--- src/rtl/bpc_pkg.sv ---
// Package for the button press classifier: press codes, register map,
// per-button state record and reset constants. No dependencies.
package bpc_pkg;

    localparam int NUM_BUTTONS_DEF = 7;

    // APB register map: register i at byte address 4*i
    localparam int ADDR_W = 4;
    localparam int DATA_W = 32;

    localparam logic [15:0] LONG_PRESS_RST      = 16'd1000;
    localparam logic [15:0] KEEP_LONG_PRESS_RST = 16'd5000;
    localparam logic [15:0] REPEAT_INTERVAL_RST = 16'd500;
    localparam logic [9:0]  LOCK_POLLS_RST      = 10'd300;

    // beep period in 5 ms units, and beep counts
    localparam logic [7:0] BEEP_PERIOD_LONG  = 8'd200;
    localparam logic [7:0] BEEP_PERIOD_SHORT = 8'd20;
    localparam logic [1:0] BEEP_TIMES_KEEP   = 2'd3;
    localparam logic [1:0] BEEP_TIMES_ONE    = 2'd1;

    typedef enum logic [2:0] {
        CODE_NONE     = 3'd0,
        CODE_SHORT    = 3'd1,
        CODE_LONG     = 3'd2,
        CODE_INPRESS  = 3'd3,
        CODE_KEEPLONG = 3'd4
    } press_code_t;

    typedef enum logic [1:0] {
        REG_LONG_PRESS      = 2'd0,
        REG_KEEP_LONG_PRESS = 2'd1,
        REG_REPEAT_INTERVAL = 2'd2,
        REG_LOCK_POLLS      = 2'd3
    } reg_index_t;

    typedef struct packed {
        logic [15:0] long_press_ms;
        logic [15:0] keep_long_press_ms;
        logic [15:0] repeat_interval_ms;
        logic [9:0]  lock_polls;
    } cfg_t;

    typedef struct packed {
        logic        last_level;
        press_code_t press_state;
        logic [31:0] press_stamp;
        logic [31:0] repeat_stamp;
        logic [15:0] repeats;
        logic [9:0]  lock_count;
    } btn_state_t;

    typedef struct packed {
        logic       start;
        logic [7:0] period;
        logic [1:0] times;
    } beep_t;

    localparam btn_state_t BTN_STATE_RST = '{
        last_level:   1'b1,
        press_state:  CODE_NONE,
        press_stamp:  32'd0,
        repeat_stamp: 32'd0,
        repeats:      16'd0,
        lock_count:   10'd0
    };

endpackage

--- src/rtl/bpc_classify.sv ---
// Next-state and beep logic for one poll of one button.
// Purely combinational; uses bpc_pkg.
module bpc_classify
    import bpc_pkg::*;
(
    input  btn_state_t  cur,
    input  logic        level,
    input  logic [31:0] now_ms,
    input  cfg_t        cfg,
    output btn_state_t  nxt,
    output beep_t       beep
);

    logic [31:0] since_press;
    logic [31:0] since_repeat;
    logic        past_keep;
    logic        past_long;
    logic        past_repeat;

    // time differences wrap at 32 bits
    assign since_press  = now_ms - cur.press_stamp;
    assign since_repeat = now_ms - cur.repeat_stamp;
    assign past_keep    = since_press > {16'd0, cfg.keep_long_press_ms};
    assign past_long    = since_press > {16'd0, cfg.long_press_ms};
    assign past_repeat  = since_repeat > {16'd0, cfg.repeat_interval_ms};

    always_comb
    begin
        nxt  = cur;
        beep = '0;
        if (!level)
        begin
            if (cur.last_level)
            begin
                // press edge
                nxt.press_stamp  = now_ms;
                nxt.repeat_stamp = now_ms;
                nxt.repeats      = 16'd0;
            end
            else if (!past_keep && past_repeat)
            begin
                nxt.repeat_stamp = now_ms;
                nxt.press_state  = CODE_INPRESS;
                nxt.repeats      = cur.repeats + 16'd1;
            end
        end
        else if (!cur.last_level)
        begin
            // release edge: classify on held time
            beep.start     = 1'b1;
            nxt.lock_count = 10'd0;
            if (past_keep)
            begin
                nxt.press_state = CODE_KEEPLONG;
                beep.period     = BEEP_PERIOD_LONG;
                beep.times      = BEEP_TIMES_KEEP;
            end
            else if (past_long)
            begin
                nxt.press_state = CODE_LONG;
                beep.period     = BEEP_PERIOD_LONG;
                beep.times      = BEEP_TIMES_ONE;
            end
            else
            begin
                nxt.press_state = CODE_SHORT;
                beep.period     = BEEP_PERIOD_SHORT;
                beep.times      = BEEP_TIMES_ONE;
            end
        end
        nxt.last_level = level;

        // short and long codes time out after lock_polls polls
        if (nxt.press_state == CODE_LONG || nxt.press_state == CODE_SHORT)
        begin
            nxt.lock_count = nxt.lock_count + 10'd1;
            if (nxt.lock_count >= cfg.lock_polls)
            begin
                nxt.press_state = CODE_NONE;
                nxt.lock_count  = 10'd0;
            end
        end
    end

endmodule

--- src/rtl/button_press_classifier.sv ---
// Top level of the button press classifier: poll input register, per-button
// state table, result register and APB configuration registers.
// Uses bpc_pkg and bpc_classify.

// One poll transaction is taken every clock cycle when the result side keeps
// up. A poll is captured in an input register; its button's state record is
// then read, updated by bpc_classify and written back while the result is
// loaded into the output register, which waits while a held result has not
// been taken. Back-to-back polls of the same button are safe because the
// read-modify-write of the state table completes in the same cycle as the
// result load. Polls with an index at or above NUM_BUTTONS change nothing and
// return zero fields. Configuration registers are to be written over APB only
// while the block is idle; the block itself does not enforce this.
module button_press_classifier
    import bpc_pkg::*;
#(
    parameter int NUM_BUTTONS = NUM_BUTTONS_DEF
)
(
    input  logic              clk,
    input  logic              rst_n,

    input  logic              poll_valid,
    output logic              poll_ready,
    input  logic [2:0]        button_index,
    input  logic              pin_level,
    input  logic [31:0]       now_ms,

    output logic              result_valid,
    input  logic              result_ready,
    output logic [2:0]        result_index,
    output logic [2:0]        press_code,
    output logic [15:0]       repeat_count,
    output logic              beep_start,
    output logic [7:0]        beep_period,
    output logic [1:0]        beep_times,

    input  logic              psel,
    input  logic              penable,
    input  logic              pwrite,
    input  logic [ADDR_W-1:0] paddr,
    input  logic [DATA_W-1:0] pwdata,
    output logic [DATA_W-1:0] prdata,
    output logic              pready
);

    localparam int SEL_W = (NUM_BUTTONS > 1) ? $clog2(NUM_BUTTONS) : 1;

    // configuration
    logic [15:0] long_press_reg;
    logic [15:0] keep_long_press_reg;
    logic [15:0] repeat_interval_reg;
    logic [9:0]  lock_polls_reg;
    cfg_t        cfg;
    reg_index_t  reg_sel;
    logic        cfg_write;

    // pipeline
    logic        s1_valid_reg;
    logic [2:0]  s1_index_reg;
    logic        s1_level_reg;
    logic [31:0] s1_now_reg;
    logic        out_valid_reg;
    logic [2:0]  out_index_reg;
    logic [2:0]  out_code_reg;
    logic [15:0] out_repeats_reg;
    beep_t       out_beep_reg;

    logic        advance;
    logic        step;
    logic        poll_accept;
    logic [5:0]  idx_ext;
    logic        in_range;
    logic [SEL_W-1:0] sel;

    btn_state_t  state_reg [NUM_BUTTONS];
    btn_state_t  cur;
    btn_state_t  nxt;
    beep_t       beep;

    // ---------------- APB registers ----------------
    assign pready    = 1'b1;
    assign reg_sel   = reg_index_t'(paddr[3:2]);
    assign cfg_write = psel && penable && pwrite;

    always_ff @(posedge clk or negedge rst_n)
    begin
        if (!rst_n)
        begin
            long_press_reg      <= LONG_PRESS_RST;
            keep_long_press_reg <= KEEP_LONG_PRESS_RST;
            repeat_interval_reg <= REPEAT_INTERVAL_RST;
            lock_polls_reg      <= LOCK_POLLS_RST;
        end
        else if (cfg_write)
        begin
            case (reg_sel)
                REG_LONG_PRESS:      long_press_reg      <= pwdata[15:0];
                REG_KEEP_LONG_PRESS: keep_long_press_reg <= pwdata[15:0];
                REG_REPEAT_INTERVAL: repeat_interval_reg <= pwdata[15:0];
                REG_LOCK_POLLS:      lock_polls_reg      <= pwdata[9:0];
                default: ;
            endcase
        end
    end

    always_comb
    begin
        case (reg_sel)
            REG_LONG_PRESS:      prdata = {16'd0, long_press_reg};
            REG_KEEP_LONG_PRESS: prdata = {16'd0, keep_long_press_reg};
            REG_REPEAT_INTERVAL: prdata = {16'd0, repeat_interval_reg};
            REG_LOCK_POLLS:      prdata = {22'd0, lock_polls_reg};
            default:             prdata = '0;
        endcase
    end

    assign cfg = '{
        long_press_ms:      long_press_reg,
        keep_long_press_ms: keep_long_press_reg,
        repeat_interval_ms: repeat_interval_reg,
        lock_polls:         lock_polls_reg
    };

    // ---------------- handshake ----------------
    assign advance     = !out_valid_reg || result_ready;
    assign poll_ready  = !s1_valid_reg || advance;
    assign poll_accept = poll_valid && poll_ready;
    assign step        = s1_valid_reg && advance;

    always_ff @(posedge clk or negedge rst_n)
    begin
        if (!rst_n)
        begin
            s1_valid_reg  <= 1'b0;
            out_valid_reg <= 1'b0;
        end
        else
        begin
            if (poll_accept)
                s1_valid_reg <= 1'b1;
            else if (advance)
                s1_valid_reg <= 1'b0;
            if (advance)
                out_valid_reg <= s1_valid_reg;
        end
    end

    always_ff @(posedge clk)
    begin
        if (poll_accept)
        begin
            s1_index_reg <= button_index;
            s1_level_reg <= pin_level;
            s1_now_reg   <= now_ms;
        end
    end

    // ---------------- state table ----------------
    assign idx_ext  = {3'b000, s1_index_reg};
    assign in_range = idx_ext < 6'(NUM_BUTTONS);
    assign sel      = idx_ext[SEL_W-1:0];
    assign cur      = in_range ? state_reg[sel] : BTN_STATE_RST;

    bpc_classify u_classify (
        .cur    (cur),
        .level  (s1_level_reg),
        .now_ms (s1_now_reg),
        .cfg    (cfg),
        .nxt    (nxt),
        .beep   (beep)
    );

    always_ff @(posedge clk or negedge rst_n)
    begin
        if (!rst_n)
        begin
            for (int i = 0; i < NUM_BUTTONS; i++)
                state_reg[i] <= BTN_STATE_RST;
        end
        else if (step && in_range)
        begin
            state_reg[sel] <= nxt;
        end
    end

    // ---------------- result register ----------------
    always_ff @(posedge clk)
    begin
        if (step)
        begin
            out_index_reg <= s1_index_reg;
            if (in_range)
            begin
                out_code_reg    <= nxt.press_state;
                out_repeats_reg <= nxt.repeats;
                out_beep_reg    <= beep;
            end
            else
            begin
                out_code_reg    <= CODE_NONE;
                out_repeats_reg <= 16'd0;
                out_beep_reg    <= '0;
            end
        end
    end

    assign result_valid = out_valid_reg;
    assign result_index = out_index_reg;
    assign press_code   = out_code_reg;
    assign repeat_count = out_repeats_reg;
    assign beep_start   = out_beep_reg.start;
    assign beep_period  = out_beep_reg.period;
    assign beep_times   = out_beep_reg.times;

    // ---------------- assertions ----------------
    a_no_beep_fields: assert property (@(posedge clk) disable iff (!rst_n)
        result_valid && !beep_start |-> beep_period == 8'd0 && beep_times == 2'd0)
        else $error("beep fields set without beep request");

    a_out_of_range: assert property (@(posedge clk) disable iff (!rst_n)
        result_valid && ({3'b000, result_index} >= 6'(NUM_BUTTONS))
        |-> press_code == CODE_NONE && repeat_count == 16'd0 && !beep_start)
        else $error("out-of-range poll produced a non-zero result");

    a_beep_not_inpress: assert property (@(posedge clk) disable iff (!rst_n)
        result_valid && beep_start |-> press_code != CODE_INPRESS)
        else $error("release reported as in-press");

    a_keep_long_beep: assert property (@(posedge clk) disable iff (!rst_n)
        result_valid && beep_start && press_code == CODE_KEEPLONG
        |-> beep_times == BEEP_TIMES_KEEP && beep_period == BEEP_PERIOD_LONG)
        else $error("keep-long beep pattern wrong");

    a_s1_hold: assert property (@(posedge clk) disable iff (!rst_n)
        s1_valid_reg && !advance |=> s1_valid_reg && $stable(s1_index_reg)
        && $stable(s1_now_reg) && $stable(s1_level_reg))
        else $error("stalled poll lost from input register");

endmodule

--- config.mk ---
export PLATFORM = sky130hd
export DESIGN_NAME = button_press_classifier
export DESIGN_NICKNAME = d
export VERILOG_FILES = /design/src/rtl/bpc_pkg.sv /design/src/rtl/bpc_classify.sv /design/src/rtl/button_press_classifier.sv
export SDC_FILE = /design/constraint.sdc
export NUM_CORES = 2
export LEC_CHECK = 0
export ABC_AREA = 0
export BUFFER_PORTS_ARGS = -buffer_cell sky130_fd_sc_hd__buf_2
export CAP_MARGIN = 25
export CORE_UTILIZATION = 55
export CTS_CLUSTER_SIZE = 24
export DETAILED_ROUTE_END_ITERATION = 8
export HOLD_SLACK_MARGIN = 0.08
export PLACE_DENSITY = 0.72
export SLEW_MARGIN = 20
export SYNTH_ARGS = -nofsm -noshare
export SYNTH_HDL_FRONTEND = slang
export SYNTH_SLANG_ARGS = --single-unit
--- constraint.sdc ---
create_clock -name clk -period 9.7 [get_ports clk]
set_clock_uncertainty 0.2 [all_clocks]
set_input_delay 0 -clock clk [delete_from_list [all_inputs] [get_ports clk]]
set_output_delay 0 -clock clk [all_outputs]
set_load 0.1 [all_outputs]
==> results_dict.tcl <==
set metrics [dict create \
    grt_pass1_vias 31154 \
    hold_path_end "lock_polls_reg[6]" \
    rows 99 \
    die_w_um 273 \
    antenna_found_initial 1 \
    synth_top_family_by_area "multiplexers" \
    wl_um 121000 \
    status "finished, final reports clean" \
    core_area_um2 72800 \
    hold_path_class "in2reg" \
    largest_reg_flops 658 \
    first_pass_iters 6 \
    initial_utilization 0.556 \
    ant_nets 0 \
    whs_ns 0.121 \
    nets 4131 \
    synth_edf_count 63 \
    hold_depth 4 \
    grt_setup_unrepaired "no" \
    grt_pass1_wl_um 187000 \
    dieArea_um2 74700 \
    fin_crit_sh 0.904 \
    numClockSinks 781 \
    cts-root-buf "clkbuf_16" \
    hold_buffers 124 \
    gr-total-overflow 0 \
    place_area_um2 42200 \
    syn_area_per_cell_um2 10.8 \
    synthMuxAreaShare 0.167 \
    yosys_register_bits 781 \
    vias_per_cell 6.36 \
    min_from "paddr[2]" \
    finalMaxSlewViolations 0 \
    cts_made_buffers 84 \
    r2r-end "state_reg[431]" \
    dominantRegCellSynth "dfrtp_1" \
    yosysWarnings 0 \
    clockBufferDepth 3 \
    drt-initial-drc-count 3096 \
    critPathMaxStageDelay_ns 0.71 \
    cts_resized 0 \
    hold_violations 0 \
    synthAdderAreaFrac 0.0399 \
    grt_max_degree 189 \
    area_growth_pct 14.5 \
    maxCapViolCount 0 \
    postCtsSetupRepairBufs 0 \
    netlist_area_um2 40500 \
    io_buffers 108 \
    synth.yosys.seq_area_share 0.491 \
    rr_worst_depth 28 \
    gp_congestion 0.987 \
    startpoint_type "flip-flop" \
    power_mw 12.0 \
    grt_util_all_layers 0.326 \
    async_flop_share 0.919 \
    final.min_clock_period_ns 8.76 \
    worst_path_max_delay_cell "edfxtp_1" \
    route.detailed.drc 0 \
    critPathBufInv 4 \
    worst_slew_pin_slew_ns 1.16 \
    crit_top_cell "buf_4" \
    reg2reg_slack_ns 0.94 \
    die_h_um 273 \
    clock.fmax_ghz 0.114 \
    required_ns 10.06 \
    io_pins 147 \
    arrival_ns 9.12 \
    cts.clk_slew.worst_paths_ns 0.06 \
    synth-compound-area-share 0.156 \
    dpl.hpwl_um 77500 \
    drive_gt1_frac 0.234 \
    vias 31513 \
    synthXorXnorAreaFrac 0.0136 \
    leakage_nw 20.9 \
    clock_latency_ns 0.69 \
    crit_type "reg2reg" \
    synthSimpleGateAreaFrac 0.0961 \
    synthCells 3739 \
    slew_headroom 0.224 \
    fin_tns_setup_ns 0 \
    cp_top_family "compound AO/OA/AOI/OAI gates" \
    cts_tree "built" \
    htree_num_levels 3 \
    p_per_area_nw_per_um2 259 \
    vdd_drop_max_mv 0.207 \
    routedWlPerCell_um 24.5 \
    postLayoutCellArea_um2 46400 \
    r2r-start "s1_index_reg[0]" \
    crit_path_end_kind "flip-flop" \
    report.final.setup_viol 0 \
    crit_fanout 42 \
    synth_cell_types 114 \
]
## per-stage QoR
step           setup slack [ns]  cells  utilization
4_1_cts                    1.13   4948        0.635
3_3_place_gp               1.29   4668        0.578
3_5_place_dp               1.21   4670        0.579
5_1_grt                   0.675   4951        0.636
6_report                  0.936   4952        0.636
2_1_floorplan              1.57   3757            -
## worst register-to-register path, delay by kind of cell (launching register included)
| family | cells | cell delay [ns] |
|---|---|---|
| AO/OA/AOI/OAI | 12 | 3.99 |
| AND/OR/NAND/NOR | 8 | 1.54 |
| buffers and inverters | 4 | 1.06 |
| flip-flops | 1 | 0.71 |
| adder cells (fa/ha/maj) | 2 | 0.70 |
| multiplexers | 1 | 0.31 |
| XOR/XNOR | 1 | 0.16 |
## cell usage in the layout (no fill, tap or decap), drive strengths merged, types with 28 or more instances in the layout
cell type / netlist / layout
o21ai: 402 / 402
xnor2: 37 / 37
a221o: 43 / 43
a21oi: 191 / 191
clkbuf: 191 / 131
edfxtp: 63 / 63
ha: 126 / 126
a221oi: 72 / 72
a22oi: 69 / 69
dfstp: 28 / 28
inv: 97 / 102
dfrtp: 690 / 690
nor2: 175 / 175
dlygate4sd3: 0 / 123
nand4: 32 / 32
buf: 56 / 205
mux2i: 86 / 86
nand2: 475 / 475
nand3: 33 / 33
mux2: 473 / 473
o31ai: 50 / 50
## logic make-up (layout without fill, tap and decap cells)
kind of cell	Yosys count	after routing
simple gates	860	860
buf+inv	344	579
xor+xnor	60	60
fa+ha+maj	128	128
compound gates	979	979
mux	585	585
flops	781	781
other cells	2	21
## layout make-up
| class | instances | area [µm²] |
|---|---|---|
| fillers | 5630 | 26500 |
| flip-flops and latches | 781 | 19900 |
| multi-input cells | 2632 | 19400 |
| repair buffers | 328 | 2690 |
| clock buffers | 131 | 2480 |
| well taps | 959 | 1200 |
| inverters | 97 | 364 |
| clock inverters | 23 | 357 |
| diodes | 1 | 2.50 |
## cell usage after synthesis, types with 16 or more instances
master | instances | area (µm²)
buf_4 | 26 | 195
o21ai_1 | 24 | 120
mux2_2 | 457 | 5150
a21o_1 | 19 | 143
nand2_1 | 473 | 1780
a22oi_1 | 67 | 503
buf_2 | 16 | 80.1
a221o_1 | 43 | 430
nor3_1 | 20 | 100
ha_1 | 126 | 1580
dfstp_2 | 28 | 736
mux2i_1 | 86 | 861
o31ai_1 | 41 | 308
xor2_1 | 22 | 193
a21oi_1 | 189 | 946
a221oi_1 | 72 | 631
edfxtp_1 | 63 | 1890
xnor2_1 | 36 | 315
nand2b_1 | 24 | 150
nor2_1 | 171 | 642
dfrtp_1 | 690 | 17300
nor2b_1 | 18 | 113
clkbuf_1 | 191 | 717
inv_1 | 94 | 353
nand3_1 | 33 | 165
o21a_1 | 19 | 143
mux4_2 | 26 | 586
nand4_1 | 32 | 200
o21ai_0 | 374 | 1870
## worst max path at each step
stage                                  end  slack [ns]  cells after the start             from
after floorplan           repeat_count[15]        1.57                     30  s1_index_reg[2]
after global placement    repeat_count[15]        1.29                     26  s1_index_reg[0]
after detailed placement    state_reg[146]        1.21                     28  s1_index_reg[0]
after CTS                   state_reg[431]        1.13                     28  s1_index_reg[0]
after global routing        state_reg[244]        0.68                     28  s1_index_reg[2]
final                       state_reg[431]        0.94                     28  s1_index_reg[0]
## report_power, final
part	switching [mW]	internal, mW
Clock	1.40	1.89
Sequential	0.509	4.25
Combinational	2.32	1.62
## routing by layer
layer,vias to the layer above,track usage,share of wire
met2,1353,0.518,0.46
met5,-,0,0.000091
met3,282,0.0556,0.082
met4,2,0.114,0.038
met1,15898,0.451,0.42
li1,13978,-,-
(Power assumes the default switching activity.)
